===== src/assert_macros.svh =====
// Assertion helpers shared by the files that check their own logic.
// Each macro samples on clk and is disabled while arst_n is low.
`ifndef ASSERT_MACROS_SVH
`define ASSERT_MACROS_SVH

// The consequent must hold in the same cycle as the antecedent.
`define TPR_ASSERT_IMP(label, pre, post, msg) \
	label: assert property (@(posedge clk) disable iff (!arst_n) (pre) |-> (post)) \
		else $error(msg);

// The condition must never be seen at a clock edge.
`define TPR_ASSERT_NEVER(label, cond, msg) \
	label: assert property (@(posedge clk) disable iff (!arst_n) !(cond)) \
		else $error(msg);

`endif


===== src/tpr_pkg.sv =====
`default_nettype none

package tpr_pkg;

	localparam int CFG_IDX_W  = 3;
	localparam int CFG_DATA_W = 16;
	localparam int COORD_W    = 9;

	localparam logic [CFG_IDX_W-1:0] REG_ROTATION   = 3'd0;
	localparam logic [CFG_IDX_W-1:0] REG_X_OFFSET   = 3'd1;
	localparam logic [CFG_IDX_W-1:0] REG_X_SCALE    = 3'd2;
	localparam logic [CFG_IDX_W-1:0] REG_Y_OFFSET   = 3'd3;
	localparam logic [CFG_IDX_W-1:0] REG_Y_SCALE    = 3'd4;
	localparam logic [CFG_IDX_W-1:0] REG_WAIT_TICKS = 3'd5;

	localparam logic [1:0]  RESET_ROTATION   = 2'd0;
	localparam logic [11:0] RESET_X_OFFSET   = 12'd155;
	localparam logic [15:0] RESET_X_SCALE    = 16'd5705;
	localparam logic [11:0] RESET_Y_OFFSET   = 12'd168;
	localparam logic [15:0] RESET_Y_SCALE    = 16'd8353;
	localparam logic [9:0]  RESET_WAIT_TICKS = 10'd8;

	localparam logic [1:0] ROT_0   = 2'd0;
	localparam logic [1:0] ROT_90  = 2'd1;
	localparam logic [1:0] ROT_180 = 2'd2;
	localparam logic [1:0] ROT_270 = 2'd3;

	localparam logic [7:0] CMD_CONV_X = 8'hD0;
	localparam logic [7:0] CMD_CONV_Y = 8'h90;

	localparam logic [3:0] PH_IDLE    = 4'd0;
	localparam logic [3:0] PH_CMD     = 4'd1;
	localparam logic [3:0] PH_WAIT    = 4'd2;
	localparam logic [3:0] PH_BUSY_LO = 4'd3;
	localparam logic [3:0] PH_BUSY_HI = 4'd4;
	localparam logic [3:0] PH_READ    = 4'd5;
	localparam logic [3:0] PH_RELEASE = 4'd6;

	typedef struct packed {
		logic [1:0]  rotation;
		logic [11:0] x_offset;
		logic [15:0] x_scale;
		logic [11:0] y_offset;
		logic [15:0] y_scale;
		logic [9:0]  wait_ticks;
	} cfg_t;

	typedef struct packed {
		logic               chip_select_n;
		logic               serial_clock;
		logic               mosi_out;
		logic               sample_done;
		logic [COORD_W-1:0] touch_x;
		logic [COORD_W-1:0] touch_y;
	} tick_out_t;

endpackage

`default_nettype wire


===== src/touch_panel_reader_unit.sv =====
// Touch panel reader: one input transfer is one half-bit tick of the serial
// link, carrying the pen interrupt level and the sampled data line. Every
// tick yields exactly one output transfer with the chip select, serial clock
// and command levels to drive for that tick, a sample_done flag and the
// rotated touch coordinate of the last completed sample.
// A tick is registered in the input register on acceptance and its result
// is registered in the result register, from which it is offered to the
// receiver and can be taken. The block takes one tick per cycle while the
// receiver does not stall; a single sequencer update lies between the input
// register and the result register.
// A full sample takes 2 x (16 + wait_ticks + 2 + 32 + 1) ticks after the
// idle tick that sees the pen down.
// Configuration writes are always ready and take effect at once; they are
// to be made only while no tick is in flight.
// Reset restores the default calibration, returns the sequencer to idle and
// empties both registers. When the receiver stalls, the result is held and
// in_stall rises in the same cycle, so no tick is lost.
`default_nettype none
`include "assert_macros.svh"

module touch_panel_reader_unit import tpr_pkg::*; #(
	parameter int SCREEN_WIDTH  = 320,
	parameter int SCREEN_HEIGHT = 480
) (
	input  wire logic                  clk,
	input  wire logic                  arst_n,
	input  wire logic                  in_valid,
	output logic                       in_stall,
	input  wire logic                  pen_irq_n,
	input  wire logic                  miso_in,
	output logic                       out_valid,
	input  wire logic                  out_stall,
	output logic                       chip_select_n,
	output logic                       serial_clock,
	output logic                       mosi_out,
	output logic                       sample_done,
	output logic      [COORD_W-1:0]    touch_x,
	output logic      [COORD_W-1:0]    touch_y,
	input  wire logic                  cfg_valid,
	output logic                       cfg_ready,
	input  wire logic [CFG_IDX_W-1:0]  cfg_index,
	input  wire logic [CFG_DATA_W-1:0] cfg_data
);

	localparam int MAX_DIM = (SCREEN_WIDTH > SCREEN_HEIGHT) ? SCREEN_WIDTH : SCREEN_HEIGHT;
	localparam logic [COORD_W-1:0] MAX_COORD = COORD_W'(MAX_DIM);

	cfg_t      cfg_q;
	logic      valid_s1;
	logic      pen_s1;
	logic      miso_s1;
	logic      valid_s2;
	tick_out_t res_s2;
	tick_out_t seq_res;
	logic      enable;
	logic      coord_over;

	assign enable    = !valid_s2 || !out_stall;
	assign in_stall  = !enable;
	assign cfg_ready = 1'b1;

	always_ff @(posedge clk or negedge arst_n) begin
		if (!arst_n) begin
			cfg_q.rotation   <= RESET_ROTATION;
			cfg_q.x_offset   <= RESET_X_OFFSET;
			cfg_q.x_scale    <= RESET_X_SCALE;
			cfg_q.y_offset   <= RESET_Y_OFFSET;
			cfg_q.y_scale    <= RESET_Y_SCALE;
			cfg_q.wait_ticks <= RESET_WAIT_TICKS;
		end else if (cfg_valid && cfg_ready) begin
			unique case (cfg_index)
				REG_ROTATION:   cfg_q.rotation   <= cfg_data[1:0];
				REG_X_OFFSET:   cfg_q.x_offset   <= cfg_data[11:0];
				REG_X_SCALE:    cfg_q.x_scale    <= cfg_data;
				REG_Y_OFFSET:   cfg_q.y_offset   <= cfg_data[11:0];
				REG_Y_SCALE:    cfg_q.y_scale    <= cfg_data;
				REG_WAIT_TICKS: cfg_q.wait_ticks <= cfg_data[9:0];
				default: begin
				end
			endcase
		end
	end

	always_ff @(posedge clk or negedge arst_n) begin
		if (!arst_n) begin
			valid_s1 <= 1'b0;
			valid_s2 <= 1'b0;
		end else if (enable) begin
			valid_s1 <= in_valid;
			valid_s2 <= valid_s1;
		end
	end

	always_ff @(posedge clk) begin
		if (enable && in_valid) begin
			pen_s1  <= pen_irq_n;
			miso_s1 <= miso_in;
		end
		if (enable && valid_s1) begin
			res_s2 <= seq_res;
		end
	end

	tpr_seq #(
		.SCREEN_WIDTH  (SCREEN_WIDTH),
		.SCREEN_HEIGHT (SCREEN_HEIGHT)
	) u_seq (
		.clk     (clk),
		.arst_n  (arst_n),
		.advance (enable && valid_s1),
		.pen_n   (pen_s1),
		.miso    (miso_s1),
		.cfg     (cfg_q),
		.result  (seq_res)
	);

	assign out_valid     = valid_s2;
	assign chip_select_n = res_s2.chip_select_n;
	assign serial_clock  = res_s2.serial_clock;
	assign mosi_out      = res_s2.mosi_out;
	assign sample_done   = res_s2.sample_done;
	assign touch_x       = res_s2.touch_x;
	assign touch_y       = res_s2.touch_y;
	assign coord_over    = (touch_x > MAX_COORD) || (touch_y > MAX_COORD);

	`TPR_ASSERT_IMP(a_done_deselects, out_valid && sample_done, chip_select_n, "done while selected")
	`TPR_ASSERT_IMP(a_quiet_mosi, out_valid && chip_select_n, !mosi_out, "command bit while deselected")
	`TPR_ASSERT_NEVER(a_coord_range, out_valid && coord_over, "touch coordinate beyond screen")

endmodule

`default_nettype wire


===== src/tpr_calib.sv =====
`default_nettype none

module tpr_calib import tpr_pkg::*; #(
	parameter int SIZE = 320
) (
	input  wire logic [11:0]        raw,
	input  wire logic [11:0]        offset,
	input  wire logic [15:0]        scale,
	output logic      [COORD_W-1:0] pixel
);

	localparam logic [12:0] SIZE_W = 13'(SIZE);

	logic [12:0] diff;
	logic        positive;
	logic [27:0] product;
	logic [28:0] rounded;
	logic [12:0] correction;

	// A non-positive product means the correction is zero or negative, which
	// clamps the result to the full size.
	always_comb begin
		diff       = {1'b0, raw} - {1'b0, offset};
		positive   = !diff[12] && (diff != 13'd0) && (scale != 16'd0);
		product    = diff[11:0] * scale;
		rounded    = {1'b0, product} + 29'd65535;
		correction = rounded[28:16];
		if (!positive) begin
			pixel = SIZE_W[COORD_W-1:0];
		end else if (correction >= SIZE_W) begin
			pixel = '0;
		end else begin
			pixel = COORD_W'(SIZE_W - correction);
		end
	end

endmodule

`default_nettype wire


===== src/tpr_seq.sv =====
`default_nettype none

module tpr_seq import tpr_pkg::*; #(
	parameter int SCREEN_WIDTH  = 320,
	parameter int SCREEN_HEIGHT = 480
) (
	input  wire logic      clk,
	input  wire logic      arst_n,
	input  wire logic      advance,
	input  wire logic      pen_n,
	input  wire logic      miso,
	input  wire cfg_t      cfg,
	output tick_out_t      result
);

	localparam logic [COORD_W-1:0] W9 = COORD_W'(SCREEN_WIDTH);
	localparam logic [COORD_W-1:0] H9 = COORD_W'(SCREEN_HEIGHT);

	logic [3:0]         phase_q, phase_d;
	logic [4:0]         bit_count_q, bit_count_d;
	logic [9:0]         wait_count_q, wait_count_d;
	logic [15:0]        shift_q, shift_d;
	logic [11:0]        raw_x_q, raw_x_d;
	logic               axis_q, axis_d;
	logic [COORD_W-1:0] coord_x_q, coord_x_d;
	logic [COORD_W-1:0] coord_y_q, coord_y_d;
	logic [COORD_W-1:0] cal_x, cal_y;
	logic [7:0]         cmd;

	tpr_calib #(.SIZE(SCREEN_WIDTH)) u_calib_x (
		.raw    (raw_x_q),
		.offset (cfg.x_offset),
		.scale  (cfg.x_scale),
		.pixel  (cal_x)
	);

	tpr_calib #(.SIZE(SCREEN_HEIGHT)) u_calib_y (
		.raw    (shift_q[15:4]),
		.offset (cfg.y_offset),
		.scale  (cfg.y_scale),
		.pixel  (cal_y)
	);

	always_comb begin
		phase_d       = phase_q;
		bit_count_d   = bit_count_q;
		wait_count_d  = wait_count_q;
		shift_d       = shift_q;
		raw_x_d       = raw_x_q;
		axis_d        = axis_q;
		coord_x_d     = coord_x_q;
		coord_y_d     = coord_y_q;
		cmd           = axis_q ? CMD_CONV_Y : CMD_CONV_X;
		result        = '0;
		result.serial_clock = 1'b1;
		unique case (phase_q)
			PH_CMD: begin
				result.serial_clock = bit_count_q[0];
				result.mosi_out     = cmd[~bit_count_q[3:1]];
				if (bit_count_q >= 5'd15) begin
					bit_count_d  = '0;
					wait_count_d = '0;
					phase_d      = (cfg.wait_ticks != 10'd0) ? PH_WAIT : PH_BUSY_LO;
				end else begin
					bit_count_d = bit_count_q + 5'd1;
				end
			end
			PH_WAIT: begin
				wait_count_d = wait_count_q + 10'd1;
				if (wait_count_d >= cfg.wait_ticks) begin
					phase_d = PH_BUSY_LO;
				end
			end
			PH_BUSY_LO: begin
				result.serial_clock = 1'b0;
				phase_d             = PH_BUSY_HI;
			end
			PH_BUSY_HI: begin
				phase_d     = PH_READ;
				bit_count_d = '0;
				shift_d     = '0;
			end
			PH_READ: begin
				result.serial_clock = bit_count_q[0];
				if (bit_count_q[0]) begin
					shift_d = {shift_q[14:0], miso};
				end
				if (bit_count_q >= 5'd31) begin
					bit_count_d = '0;
					phase_d     = PH_RELEASE;
				end else begin
					bit_count_d = bit_count_q + 5'd1;
				end
			end
			PH_RELEASE: begin
				result.chip_select_n = 1'b1;
				if (!axis_q) begin
					raw_x_d     = shift_q[15:4];
					axis_d      = 1'b1;
					bit_count_d = '0;
					phase_d     = PH_CMD;
				end else begin
					case (cfg.rotation)
						ROT_0: begin
							coord_x_d = W9 - cal_x;
							coord_y_d = cal_y;
						end
						ROT_90: begin
							coord_x_d = cal_y;
							coord_y_d = cal_x;
						end
						ROT_180: begin
							coord_x_d = cal_x;
							coord_y_d = H9 - cal_y;
						end
						default: begin
							coord_x_d = H9 - cal_y;
							coord_y_d = W9 - cal_x;
						end
					endcase
					axis_d             = 1'b0;
					result.sample_done = 1'b1;
					phase_d            = PH_IDLE;
				end
			end
			default: begin
				result.chip_select_n = 1'b1;
				phase_d              = PH_IDLE;
				if (!pen_n) begin
					phase_d     = PH_CMD;
					bit_count_d = '0;
					axis_d      = 1'b0;
				end
			end
		endcase
		result.touch_x = coord_x_d;
		result.touch_y = coord_y_d;
	end

	always_ff @(posedge clk or negedge arst_n) begin
		if (!arst_n) begin
			phase_q      <= PH_IDLE;
			bit_count_q  <= '0;
			wait_count_q <= '0;
			shift_q      <= '0;
			raw_x_q      <= '0;
			axis_q       <= 1'b0;
			coord_x_q    <= '0;
			coord_y_q    <= '0;
		end else if (advance) begin
			phase_q      <= phase_d;
			bit_count_q  <= bit_count_d;
			wait_count_q <= wait_count_d;
			shift_q      <= shift_d;
			raw_x_q      <= raw_x_d;
			axis_q       <= axis_d;
			coord_x_q    <= coord_x_d;
			coord_y_q    <= coord_y_d;
		end
	end

endmodule

`default_nettype wire

===== config.mk =====
export PLATFORM = sky130hd
export DESIGN_NAME = touch_panel_reader_unit
export DESIGN_NICKNAME = d
export VERILOG_FILES = /design/src/tpr_pkg.sv /design/src/touch_panel_reader_unit.sv /design/src/tpr_calib.sv /design/src/tpr_seq.sv
export VERILOG_INCLUDE_DIRS = /design/src /design/src/src
export SDC_FILE = /design/constraint.sdc
export NUM_CORES = 1
export LEC_CHECK = 0
export BUFFER_PORTS_ARGS = -buffer_cell sky130_fd_sc_hd__buf_2
export CORE_ASPECT_RATIO = 1.75
export CORE_MARGIN = 2
export CORE_UTILIZATION = 65
export CTS_CLUSTER_SIZE = 10
export DETAILED_ROUTE_END_ITERATION = 10
export HOLD_SLACK_MARGIN = 0.12
export PLACE_DENSITY = 0.82
export SYNTH_ARGS = -nofsm -noshare
export SYNTH_HDL_FRONTEND = slang
export SYNTH_HIERARCHICAL = 1
export SYNTH_SLANG_ARGS = --single-unit

===== constraint.sdc =====
create_clock -name clk -period 17.2 [get_ports clk]
set_input_delay 0.86 -clock clk [delete_from_list [all_inputs] [get_ports clk]]
set_output_delay 0.86 -clock clk [all_outputs]
set_load 0.02 [all_outputs]

======== Yosys cells after proc, flatten, opt, wreduce, memory -nomap -nowiden ========
Cells that the tools add are included.
W data, S select, Z words.
word-level totals
  flip-flop bits (word level) ............. 160
  bits in latches ......................... 0
  RAM bits ................................ 0
  memory bits (read-only) ................. 0
  bits of input ports ..................... 26
  word-level logic and storage cells ...... 137
  memories ................................ 0
cells by class
  add/subtract/negate cells ............... 10
  $mul .................................... 2
  divide/modulo/power cells ............... 0
  order comparisons ....................... 6
  eq/ne operators ......................... 20
  shifts and indexed selects .............. 0
  multiplexer cells ....................... 35
  bitwise gates (word level) .............. 4
  reductions and logical operators ........ 36
operators by type and width
  kind                      number
  $mux W9                   8
  $add A28 B16 Y29 const B  2
  $mul A12 B16 Y28          2
  $pmux W9 S3               2
  $sub A9 B9 Y9 const A     4
  $pmux W16 S2              1
  $reduce_bool A16 Y1       2
  $ge A13 B9 Y1 const B     2
  $reduce_bool A13 Y1       2
  $sub A12 B12 Y13          2
  $pmux W5 S5               1
  $pmux W4 S6               1
  $mux W5                   4
  $pmux W10 S2              1
  $mux W16                  1
  $eq A4 B3 Y1 const B      3
  $mux W4                   3
  $reduce_and A2 Y1         6
  $reduce_and A3 Y1         4
  $add A10 B1 Y10 const B   1
  $ge A10 B10 Y1            1
  $mux W10                  1
  $ne A2 B1 Y1 const B      5
  $reduce_bool A10 Y1       1
  other kinds (28)          53

======== Logic depth before layout (Yosys ltp) ========
Gate-level depths: netlist of the first run.
  depth after elaboration ................. 10
  mapped depth ............................ 38
  mapped depth without buffers ............ 36

======== By module ========
The synthesis of the first run kept the hierarchy.
modules (own cells, without submodules)
  module                        times used  cells each  area each (um^2)
  tpr_calib at u_seq.u_calib_y  1           853         7,150.6
  tpr_calib at u_seq.u_calib_x  1           821         7,075.5
  tpr_seq                       1           465         4,093.9
  touch_panel_reader_unit       1           183         3,520.9

======== Least setup slack after synthesis of the first run ========
OpenSTA, ideal clock, no wires.
  path kind ............................... reg2reg
  start point ............................. reg cfg_q[54] (netlist bit)
  end point ............................... reg u_seq.coord_y_q[1]
  library setup time ...................... 125 ps
  arrival ................................. 9,363 ps
  required time ........................... 17,075 ps
  slack ................................... 7,712 ps
  stages on the path, launching flop included .. 34
  path buffers ............................ 1
  clock period less this slack ............ 9,488 ps
  path through ............................ dfstp_2 > ha_1 > inv_1 > fa_1 > a21o_1 > a21oi_1 > o21bai_1 > a221o_1 > xor2_1 > clkbuf_1 > nand2_1 > fa_1 > inv_1 > fa_1 > fa_1 > fa_1 > inv_1 > fa_1 > inv_1 > ha_1 > a211oi_1 > o21a_1 > o31ai_1 > a221o_1 > o21a_1 > or4b_1 > a21oi_1 > o22ai_2 > nor4b_1 > inv_1 > ha_1 > mux4_2 > mux2_2 > mux2_2
RTL lines
  element                 RTL line                       text
  start: declaration      touch_panel_reader_unit.sv:48  cfg_t cfg_q;
  end signal: assignment  tpr_seq.sv:158                 coord_y_q <= coord_y_d;
  end: declaration        tpr_seq.sv:26                  logic [COORD_W-1:0] coord_y_q, coord_y_d;

==> results.md, run 1 <==
- Starting density of the core: 66.12%
- Hpwl dp: 43.44 mm
- Reg2Reg Setup Slack: 6.82 ns
- Ys async rst share: 84.91%
- Area share of the largest cell type after synthesis: 27.50%
- Fin. Hold Viols: 0
- Relative slew slack: 17.97%
- Worst path bufs/invs: 7
- CTS Root Cell: clkbuf_16
- Initial antenna violation count: 0
- Hold buffer count at CTS: 0
- Cell variety after synth: 100
- Cts repair resizes: 0
- Synth Area in Simple Gates: 17.58%
- Fmax achieved: 96.38 MHz
- Rows: 88
- Setup CP Type: reg -> reg
- Fin crit share: 60.32%
- Max-slew violation count: 0
- Register bit count reported by yosys: 159
- RSZ-0062 raised after global routing: no
- Buffers inserted by post-CTS timing repair: 0
- Min-delay worst type: in -> async
- Overall Global Routing Usage: 33.37%
- Largest stage delay, worst path: 0.58 ns
- Num CTS Buffers: 17
- Final Util: 69.62%
- Synth Net Count: 2,834
- Vias/cell: 6.235
- Register clock-pin slew on the reported worst setup and hold paths: 0.07 ns
- Detail Route Antenna Nets: 0
- Buffers added on ports: 49
- Adder-Cell Fraction of Synth Area: 38.15%
- Largest net degree at the start of global routing: 76
- Die X: 142.6 um
- R2R cell count: 35
- CTS tree: yes
- Final setup vio count: 0
- Status: finished clean
- Worst-margin pin slew: 1.219 ns
- Final WL: 56.26 mm
- Antenna diodes: 0
- Mapped Area: 21,840 um2
- Number of DRC markers in iteration 0: 1,015
- CP startpoint kind: register
- Main combinational cell family by area after synthesis: adder cells
- Design area: 23,000 um2
- Worst Skew: 0.008940 ns
- Die Ht: 246.5 um
- Worst setup EP type: register
- Top delay family on crit path: adder cells
- Area grow syn2layout: 5.294%
- Hold WS: 0.4219 ns
- GPL Wtd Cong: 0.9695
- Share of post-route cells with drive strength above 1: 11.24%
- DR vias: 17,050
- Compound-Gate Fraction of Synth Area: 8.295%
- Post-synth EDFFs: 24
- Worst R2R End: touch_y[6]
- Worst r2r src: cfg_q[54]
- Fill count: 2,462
- CTS Sinks: 159
- CP arrival: 10.53 ns
- Pre-Repair DR Iteration Count: 8
- # IOs: 51
- Final Net Count: 2,829
- Post-synthesis sequential area ratio: 18.88%
- Clock buffer depth: 2
- Core area: 33,030 um2
- Multi-input gate area: 15,990 um2
- Area leader, netlist: fa_1
- Max Cap Violations: 0
- Global-route wire length before repair: 91.46 mm
- DRC: 0
- H-tree levels: 4
- Vias in the first global route: 18,690
- Synth Flop Type: dfrtp_1
- Synth Area per Inst: 9.406 um2
- Ys Warns: 6
- Max Fanout on Critical Path: 17
- Mux cell area share after synthesis: 6.221%
- Setup TNS Final: 0 ns
- Register area: 4123 um2
- Post-route minimum period: 10.38 ns
- GRT overflow: 0
- Clk_lat worst skew: 0.43 ns
- Post-Syn Instances: 2,322
- Top cells by area, synth: fa_1 27%, dfrtp_1 13%, ha_1 11%, inv_1 6.2%, nand2_1 6.2%
- Worst Path Required: 17.36 ns
- Post-Synth XOR/XNOR Area: 2.715%
- Per-cell routed wire length: 20.57 um
- Area after DPL: 22,380 um2
- Slowest cell on crit path: o31ai_1
- DIE AREA: 35,140 um2
kinds of logic (layout without fill, tap and decap cells):
group	after synthesis	after routing
compound gates	270	270
xor+xnor	66	66
fa+ha+maj	486	486
buf+inv	457	465
flops	159	159
mux	113	113
other cells	1	1
simple gates	770	770
worst max path at each step:
stage,end,start,depth (start not counted)
after floorplan,u_seq/coord_y_q[1],cfg_q[54],33
after global placement,touch_x[8],cfg_q[54],36
after detailed placement,touch_x[8],cfg_q[54],36
after CTS,touch_x[8],cfg_q[54],36
after global routing,touch_x[8],cfg_q[54],35
final,touch_y[6],cfg_q[54],35
per-layer routing:
layer | track usage [%] | share of wire [%]
met3 | 4.723 | 5.1
met1 | 35.26 | 35
met5 | 0 | 0
met2 | 60.86 | 53
met4 | 22.10 | 7.2
layout by cell type, fill, tap and decap left out, drive strengths merged, types with 7 or more instances in the layout:
cell	count
inv	366
nand2	360
fa	300
ha	186
dfrtp	116
and2	107
mux2	99
o21ai	72
buf	69
a21oi	68
nor2	68
nor2b	36
nand3	35
xnor2	35
xor2	31
nand2b	26
edfxtp	24
nor3	24
nor4	21
clkbuf	21
dfstp	19
nand4	17
and3	16
a21o	15
o21a	14
mux2i	12
o21bai	11
o211ai	10
or3	10
a31oi	9
o31ai	9
or4	8
a22o	7
a211oi	7
clkinv	7
worst reg2reg max path, delay by kind of cell, from the launching register on:
kind	cells	cell delay (ns)
flops	1	0.53
xor+xnor	2	0.23
fa+ha+maj	9	3.79
buf+inv	7	0.60
mux	2	0.47
simple gates	7	2.40
compound gates	8	2.09
cell type report:
cell class | count | share of cell area, %
timing repair buffer | 69 | 1.746
clock inverter | 11 | 0.5277
tap | 405 | 2.203
sequential | 159 | 17.93
clock buffer | 21 | 2.144
multi-input combinational | 1706 | 69.51
inverter | 364 | 5.941
sequential cells by signal (all words and copies together) (netlist names):
register / count
cfg_q: 68
u_seq/shift_q: 16
u_seq/raw_x_q: 12
u_seq/wait_count_q: 10
touch_x: 9
touch_y: 9
u_seq/coord_x_q: 9
u_seq/coord_y_q: 9
u_seq/bit_count_q: 5
u_seq/phase_q: 3
chip_select_n: 1
miso_s1: 1
mosi_out: 1
out_valid: 1
pen_s1: 1
sample_done: 1
serial_clock: 1
u_seq/axis_q: 1
valid_s1: 1
cells in the mapped netlist (16+ instances only):
library cell  count
nor2_1           67
mux2_2           78
dfstp_2          19
nand2_1         360
edfxtp_1         24
a21oi_1          68
nand4_1          16
o21ai_0          65
fa_1            300
ha_1            186
dfrtp_1         116
xor2_1           31
and2_1          105
nor3_1           24
clkbuf_1         74
mux2_4           21
xnor2_1          33
nand2b_1         26
nor2b_1          35
inv_1           362
nor4_1           21
nand3_1          34
stage by stage:
step	cells	setup slack [ns]
after floorplan	2322	7.712
after global placement	2703	7.332
after detailed placement	2703	7.050
after CTS	2735	6.998
after global routing	2735	6.310
final	2735	6.824
Power of run 1 is left out: the tool's default activity adds up to more than one toggle a clock period on the data nets, which glitch-free logic cannot reach.
==> run 2, diff against run 1 <==
--- a/config.mk
+++ b/config.mk
@@ -6,6 +6,7 @@
 export SDC_FILE = /design/constraint.sdc
 export NUM_CORES = 1
 export LEC_CHECK = 0
+export ABC_AREA = 1
 export BUFFER_PORTS_ARGS = -buffer_cell sky130_fd_sc_hd__buf_2
 export CORE_ASPECT_RATIO = 1.75
 export CORE_MARGIN = 2
==> constraint.sdc (replaced) <==
create_clock -name clk -period 10 [get_ports clk]
set_input_delay 0.5 -clock clk [delete_from_list [all_inputs] [get_ports clk]]
set_output_delay 0.5 -clock clk [all_outputs]
set_load 0.02 [all_outputs]
==> results.md, run 2 <==
- Status: finished clean (unchanged)
- Worst-margin pin slew: 1.190 ns (was 1.219 ns)
- DR vias: 21,180 (was 17,050)
- Final Net Count: 3,711 (was 2,829)
- DIE AREA: 37,640 um2 (was 35,140 um2)
- Buffers inserted by post-CTS timing repair: 0 (unchanged)
- Main combinational cell family by area after synthesis: adder cells (unchanged)
- Share of post-route cells with drive strength above 1: 6.818% (was 11.24%)
- Starting density of the core: 65.45% (was 66.12%)
- Max Fanout on Critical Path: 14 (was 17)
- Antenna diodes: 0 (unchanged)
- Design area: 24,580 um2 (was 23,000 um2)
- Worst setup EP type: register (unchanged)
- Area leader, netlist: fa_1 (unchanged)
- Clk_lat worst skew: 0.43 ns (about the same)
- Adder-Cell Fraction of Synth Area: 35.57% (was 38.15%)
- Met1 WL: 23.45 mm (was 19.58 mm)
- Detail Route Antenna Nets: 0 (unchanged)
- Synth Net Count: 3,709 (was 2,834)
- Commonest non-fill, non-tap cells in the layout: 971 x nand2_1, 615 x inv_1, 300 x fa_1 (was 362 x inv_1, 360 x nand2_1, 300 x fa_1)
- Synth Area in Simple Gates: 28.14% (was 17.58%)
- Global-route wire length before repair: 110.3 mm (was 91.46 mm)
- CP startpoint kind: register (unchanged)
- Post-synth EDFFs: 24 (unchanged)
- Fin. Hold Viols: 0 (unchanged)
- Register bit count reported by yosys: 159 (unchanged)
- Mapped Area: 23,430 um2 (was 21,840 um2)
- Most common cell in the netlist: nand2_1 (was inv_1)
- Biggest register: cfg_q (unchanged)
- H-tree levels: 4 (unchanged)
- Vias in the first global route: 22,300 (was 18,690)
- CTS Sinks: 159 (unchanged)
- Num CTS Buffers: 17 (unchanged)
- Slowest cell on crit path: nor3_1 (was o31ai_1)
- Biggest regs: cfg_q (68), u_seq/shift_q (16), u_seq/raw_x_q (12) (unchanged)
- Hold WS: 0.2467 ns (was 0.4219 ns)
- Vias/cell: 5.752 (was 6.235)
- GRT overflow: 0 (unchanged)
- Area after DPL: 24,000 um2 (was 22,380 um2)
- Buffers added on ports: 49 (unchanged)
- Cell variety after synth: 55 (was 100)
- Synth Area per Inst: 7.329 um2 (was 9.406 um2)
- Number of DRC markers in iteration 0: 1,337 (was 1,015)
- Pre-Repair DR Iteration Count: 5 (was 8)
- Relative slew slack: 20.28% (was 17.97%)
- Rows: 92 (was 88)
- Area grow syn2layout: 4.908% (was 5.294%)
- CP dominant cell by count: nand2_1
- Die Ht: 255.2 um (was 246.5 um)
- Mux cell area share after synthesis: 0% (was 6.221%)
- CTS Root Cell: clkbuf_16 (unchanged)
- Final WL: 69.08 mm (was 56.26 mm)
- Top cells by area, synth: fa_1 26%, nand2_1 16%, dfrtp_1 12%, ha_1 9.9%, inv_1 9.9% (was fa_1 27%, dfrtp_1 13%, ha_1 11%, inv_1 6.2%, nand2_1 6.2%)
- Final WS setup: 0.9852 ns (was 6.824 ns)
- Highest metal used: met4 (unchanged)
- Post-Syn Instances: 3,197 (was 2,322)
- Area share of the largest cell type after synthesis: 25.63% (was 27.50%)
- Max-slew violation count: 0 (unchanged)
- Initial antenna violation count: 0 (unchanged)
- Largest stage delay, worst path: 0.72 ns (was 0.58 ns)
- Commonest non-fill, non-tap cell in the layout: nand2_1 (was inv_1)
- GPL Wtd Cong: 0.9905 (was 0.9695)
- Final setup vio count: 0 (unchanged)
- Max Cap Violations: 0 (unchanged)
- Setup TNS Final: 0 ns (unchanged)
- # IOs: 51 (unchanged)
- RSZ-0062 raised after global routing: no (unchanged)
- DRC: 0 (unchanged)
- Worst Skew: 0.02094 ns (was 0.008940 ns)
- Hpwl dp: 56.06 mm (was 43.44 mm)
- Fmax achieved: 110.9 MHz (was 96.38 MHz)
- Core area: 35,800 um2 (was 33,030 um2)
- Register area: 4123 um2 (unchanged)
- Compound-Gate Fraction of Synth Area: 5.698% (was 8.295%)
- Post-route minimum period: 9.015 ns (was 10.38 ns)
- Fill count: 3,170 (was 2,462)
- Synth Flop Type: dfrtp_1 (unchanged)
- Ys async rst share: 84.91% (unchanged)
- Pre-CTS WS: 1.144 ns (was 7.050 ns)
- CP arrival: 9.18 ns (was 10.53 ns)
- Min-delay worst type: in -> reg (was in -> async)
- Largest register FFs: 68 (unchanged)
- Clock buffer depth: 2 (unchanged)
- Largest net degree at the start of global routing: 78 (was 76)
- Worst Path Required: 10.17 ns (was 17.36 ns)
- Multi-input gate area: 16,550 um2 (was 15,990 um2)
- Ys Warns: 6 (unchanged)
- Post-synthesis sequential area ratio: 17.60% (was 18.88%)
- Die X: 147.5 um (was 142.6 um)
- DR WL met3: 3.525 mm (was 2.845 mm)
- CTS tree: yes (unchanged)
- Fin crit share: 90.15% (was 60.32%)
- Register clock-pin slew on the reported worst setup and hold paths: 0.07 ns (about the same)
- Met2 wire length: 35.75 mm (was 29.76 mm)
- Per-cell routed wire length: 18.76 um (was 20.57 um)
- Setup CP Type: reg -> reg (unchanged)
- Post-Synth XOR/XNOR Area: 1.100% (was 2.715%)
- Most frequent cells after synthesis: 971 x nand2_1, 615 x inv_1, 300 x fa_1, 283 x nor2_1, 186 x ha_1 (was 362 x inv_1, 360 x nand2_1, 300 x fa_1, 186 x ha_1, 116 x dfrtp_1)
- Overall Global Routing Usage: 37.64% (was 33.37%)
==> run 2: changes by cell type after synthesis, sizes merged, moves of 40 or more <==
cell   delta
nor2    +237
nand2   +640
nand3   +143
mux2     -99
inv     +268
and2    -102
o21ai    +40
==> run 2: layout make-up <==
cell class,count,area share (%)
multi-input cells,2320,67.32
clock buffers,17,1.731
repair buffers,62,1.430
well taps,470,2.392
flip-flops and latches,159,16.77
clock inverters,15,0.5956
inverters,639,9.763
==> run 2: metrics by stage <==
stage	util, %	instances
CTS	68.66	3682
detailed placement	67.03	3649
finish	68.66	3682
global placement	67.03	3649
global route	68.66	3682
floorplan	-	3197
==> run 2: timing repair <==
item,in CTS,in global routing
endpoints found under the setup margin,0,0
endpoints found under the hold margin,57,0
gates resized for setup,0,0
hold buffers,1,0
==> run 2: cells by family after synthesis <==
group / count (synthesis)
simple gates: 1569
buf+inv: 718
fa+ha+maj: 486
compound gates: 238
flops: 159
xor+xnor: 26
other cells: 1
==> run 2: critical path, delay by kind of cell, from the launching register on <==
kind	cells	cell delay, ns
AO/OA/AOI/OAI	3	0.65
XOR/XNOR	2	0.61
adder cells (fa/ha/maj)	8	3.49
buffers and inverters	8	1.19
flip-flops	1	0.41
AND/OR/NAND/NOR	18	2.39
==> run 2: final timing paths <==
kind                                   from            endpoint  slack [ns]  cells after the start
setup / recovery           u_seq/shift_q[6]          touch_x[7]        0.99                     39
hold / removal                    pen_irq_n              pen_s1        0.25                      1
setup reg to reg           u_seq/shift_q[6]          touch_x[7]        0.99                     39
hold reg to reg                   cfg_q[55]           cfg_q[55]        0.47                      2
max in group asynchronous            arst_n           cfg_q[42]        8.02                      3
min in group asynchronous            arst_n  u_seq/coord_y_q[1]        0.60                      2
==> run 2: layer usage <==
metal | vias up | global-route usage, %
met5 | - | 0
met4 | 0 | 28.54
met3 | 367 | 4.991
met2 | 941 | 69.32
met1 | 10150 | 38.42
li1 | 9725 | -
Power of run 2 is left out for the same reason.
